## src/sv/circular_next_greater_element_defines.svh

```systemverilog
// Assertion macros for the top-level design file.
`ifndef CIRCULAR_NEXT_GREATER_ELEMENT_DEFINES_SVH
`define CIRCULAR_NEXT_GREATER_ELEMENT_DEFINES_SVH

// A condition that must hold at every clock edge out of reset.
`define CNGE_ASSERT_ALWAYS(label, cond, msg) \
    label: assert property (@(posedge i_clk) disable iff (!i_rst_n) (cond)) \
        else $error(msg);

// A consequence that must hold in the cycle after its antecedent.
`define CNGE_ASSERT_NEXT(label, ante, cons, msg) \
    label: assert property (@(posedge i_clk) disable iff (!i_rst_n) (ante) |=> (cons)) \
        else $error(msg);

`endif

```

## src/sv/cnge_ram.sv

```systemverilog
`default_nettype none

module cnge_ram #(
    parameter int WIDTH = 32,
    parameter int DEPTH = 64,
    parameter int AW    = (DEPTH > 1) ? $clog2(DEPTH) : 1
) (
    input  wire logic             i_clk,
    input  wire logic             i_we,
    input  wire logic [AW-1:0]    i_waddr,
    input  wire logic [WIDTH-1:0] i_wdata,
    input  wire logic [AW-1:0]    i_raddr,
    output logic      [WIDTH-1:0] o_rdata
);

    logic [WIDTH-1:0] r_mem [DEPTH];

    // One write port and one registered read port.
    always_ff @(posedge i_clk) begin
        if (i_we) begin
            r_mem[i_waddr] <= i_wdata;
        end
        o_rdata <= r_mem[i_raddr];
    end

endmodule

`default_nettype wire

```

## config.mk

```make
export PLATFORM = sky130hd
export DESIGN_NAME = cnge_ram
export DESIGN_NICKNAME = d
export VERILOG_FILES = /design/src/sv/circular_next_greater_element_defines.svh /design/src/sv/cnge_ram.sv
export SDC_FILE = /design/constraint.sdc
export NUM_CORES = 2
export LEC_CHECK = 0
export BUFFER_PORTS_ARGS = -buffer_cell sky130_fd_sc_hd__buf_2
export CAP_MARGIN = 15
export CORE_MARGIN = 2
export CORE_UTILIZATION = 33
export DETAILED_ROUTE_END_ITERATION = 16
export PLACE_DENSITY = 0.44
export SYNTH_ARGS = -nofsm -noshare
export SYNTH_HDL_FRONTEND = slang
export SYNTH_SLANG_ARGS = --single-unit
```

## constraint.sdc

```tcl
create_clock -name i_clk -period 14.1 [get_ports i_clk]
set_input_delay 4.23 -clock i_clk [delete_from_list [all_inputs] [get_ports i_clk]]
set_output_delay 4.23 -clock i_clk [all_outputs]
set_load 0.005 [all_outputs]
```

==> metrics.txt <==
top cells by area, synth=edfxtp_1 78%, mux4_2 16%, mux2i_1 1.2%, dfxtp_1 0.82%, o22ai_1 0.67%; final net count=3627; worst-margin pin slew=1.14 ns; deepest level of the CTS H-tree=4; top cell type's share of synthesized area=78.3%; Detailed Route Iter0 Violations=3826; Seq cells post-synth=2080; count leader, synth=edfxtp_1; Top FF cell, synth=edfxtp_1; drt first pass iters=5; Area Overhead vs Synth=15.5%; Netlist cell types=34; Worst VDD drop=146 µV; routability cong.=0.726; final HPWL from detailed placement=121000 µm; CP Max Fanout=53; residual DRC count=0; Tcrit/Tclk final=52.5%; Syn Inst Count=3324; Core ar.=237000 µm²; Worst slew margin=23.7%; asr flop ratio synth=0%; final hold vios=0; crit path kind=in2reg; Initial Utilization=33.1%; largest net degree at the start of global routing=97; Worst-path clk slew=0.06 ns; synthesized area=78500 µm²; CP arrival=8.10 ns; Layout Cells excl Fill=6953; warnings from Yosys=0; IO Count=78; dpl cells=6520; DP Worst Slack=5.63 ns; # setup viols final=0; CTS tree=done; PwrDens=145 nW/µm²; via count=36600; Max Cap Violations=0; minimum clock period=7.41 ns; input/output buffers=77; Final Util=38.2%; fmax=135 MHz; Setup Buffers After CTS=0; setup_tns=0 ns; Synth Area per Inst=23.6 µm²; Setup Skew=0.0302 ns; DR vias/cell=5.26; initial antenna violation count=36; DIE WIDTH=492 µm; post-route setup slack=6.69 ns; post_cts resized=0; leading area contributor after synthesis=edfxtp_1; status=finished, final reports clean; worst hold path type=reg2reg; first-pass GRT wire length=319000 µm; Die Height=492 µm; die area=242000 µm²; Lkg Pwr=27.9 nW; Slew Limit Fails=0; routed len/inst=33.5 µm; CP required=14.79 ns; Max Root-Sink Buffers=3; share of cells above drive strength 1=30.2%; number of flops mapped to enable cells by yosys=2048; Sink Count=2080; RSZ-0062 raised after global routing=false; Worst setup SP type=primary input; CP Capture Type=register; cts hold-fix bufs=0; Synthesized Nets=3370; root buf cell=clkbuf_16; sequential area share after synthesis=79.1%; commonest cells in the netlist=2048 x edfxtp_1, 544 x mux4_2, 137 x nor2_1; Clock Latency Late Sink=0.86 ns; ANT nets after route=0; FP Rows=179; WL final=233000 µm; grt ovf=0; Global Route Usage Sum=19.2%; number of global-route vias before repair=37800; Inserted Clock Buffers=221
[final timing paths]
| path | end | slack, ns | depth (start not counted) | startpoint |
|---|---|---|---|---|
| min | o_rdata[8] | 0.74 | 4 | r_mem[13][8] |
| min reg2reg | o_rdata[8] | 0.74 | 4 | r_mem[13][8] |
| max | o_rdata[12] | 6.69 | 7 | i_raddr[1] |
| max reg2reg | o_rdata[12] | 11.55 | 4 | r_mem[55][12] |
[flip-flops by register name, summed over array words and instances, names as in the netlist]
name and count:
o_rdata 32, r_mem 2048
[power breakdown]
| part | total [mW] | internal, mW | switching, mW |
|---|---|---|---|
| Combinational | 0.633 | 0.228 | 0.405 |
| Sequential | 6.89 | 6.85 | 0.0403 |
| Clock | 5.65 | 3.23 | 2.42 |
| Total | 13.2 | 10.3 | 2.86 |
[area by class of cell]
cell class | count | area, µm²
Clock buffer | 315 | 6130
Timing Repair Buffer | 216 | 1590
Clock inverter | 100 | 885
Antenna cell | 13 | 32.5
Multi-Input combinational cell | 1062 | 16000
Tap cell | 3167 | 3960
Fill cell | 21200 | 146000
Sequential cell | 2080 | 62100
[critical path, stage by stage]
cell     delay, ns
buf_8         0.44
buf_4         0.60
buf_4         0.71
mux4_2        0.42
mux4_2        0.56
o22ai_1       0.89
nor2_1        0.10
[through the flow]
stage          total power, mW  instance area [µm²]  hold slack, ns
4_1_cts                   13.3                90600           0.745
3_3_place_gp              7.66                83600           0.720
6_report                  13.2                90700           0.741
3_5_place_dp              7.67                83600           0.729
5_1_grt                   13.6                90700           0.805
2_1_floorplan             7.32                78500           0.663
[layout by cell type (no fill, tap or decap), drive strengths merged, types with 8 or more instances in the layout]
cell    netlist  routed
a21oi        62      62
mux4        544     544
clkinv        0      75
a22oi        12      12
o22ai        84      84
mux2i        93      93
inv           0       9
clkbuf       74     315
nor2b        15      15
nand2b        8       8
o221ai       27      27
nor2        137     137
diode         0      13
a311oi        8       8
nand2        26      26
buf         108     216
dfxtp        32      32
bufinv        0      12
edfxtp     2048    2048
[cells by family (layout without fill, tap and decap cells)]
kind of cell,after synthesis,after routing,synth area share (%)
flops,2080,2080,79.1
mux,637,637,16.8
simple gates,223,223,1.27
compound gates,202,202,1.67
buf+inv,182,631,1.13
other cells,0,13,0
[routing by layer]
metal | up-vias | share of wire [%] | GRT usage [%]
li1 | 14900 | - | -
met1 | 20200 | 44 | 26.8
met2 | 1141 | 48 | 30.7
met3 | 343 | 5.8 | 3.70
met4 | 8 | 2.5 | 5.24
met5 | - | 0.020 | 0
Note: power is estimated with default switching activity, not from simulation.
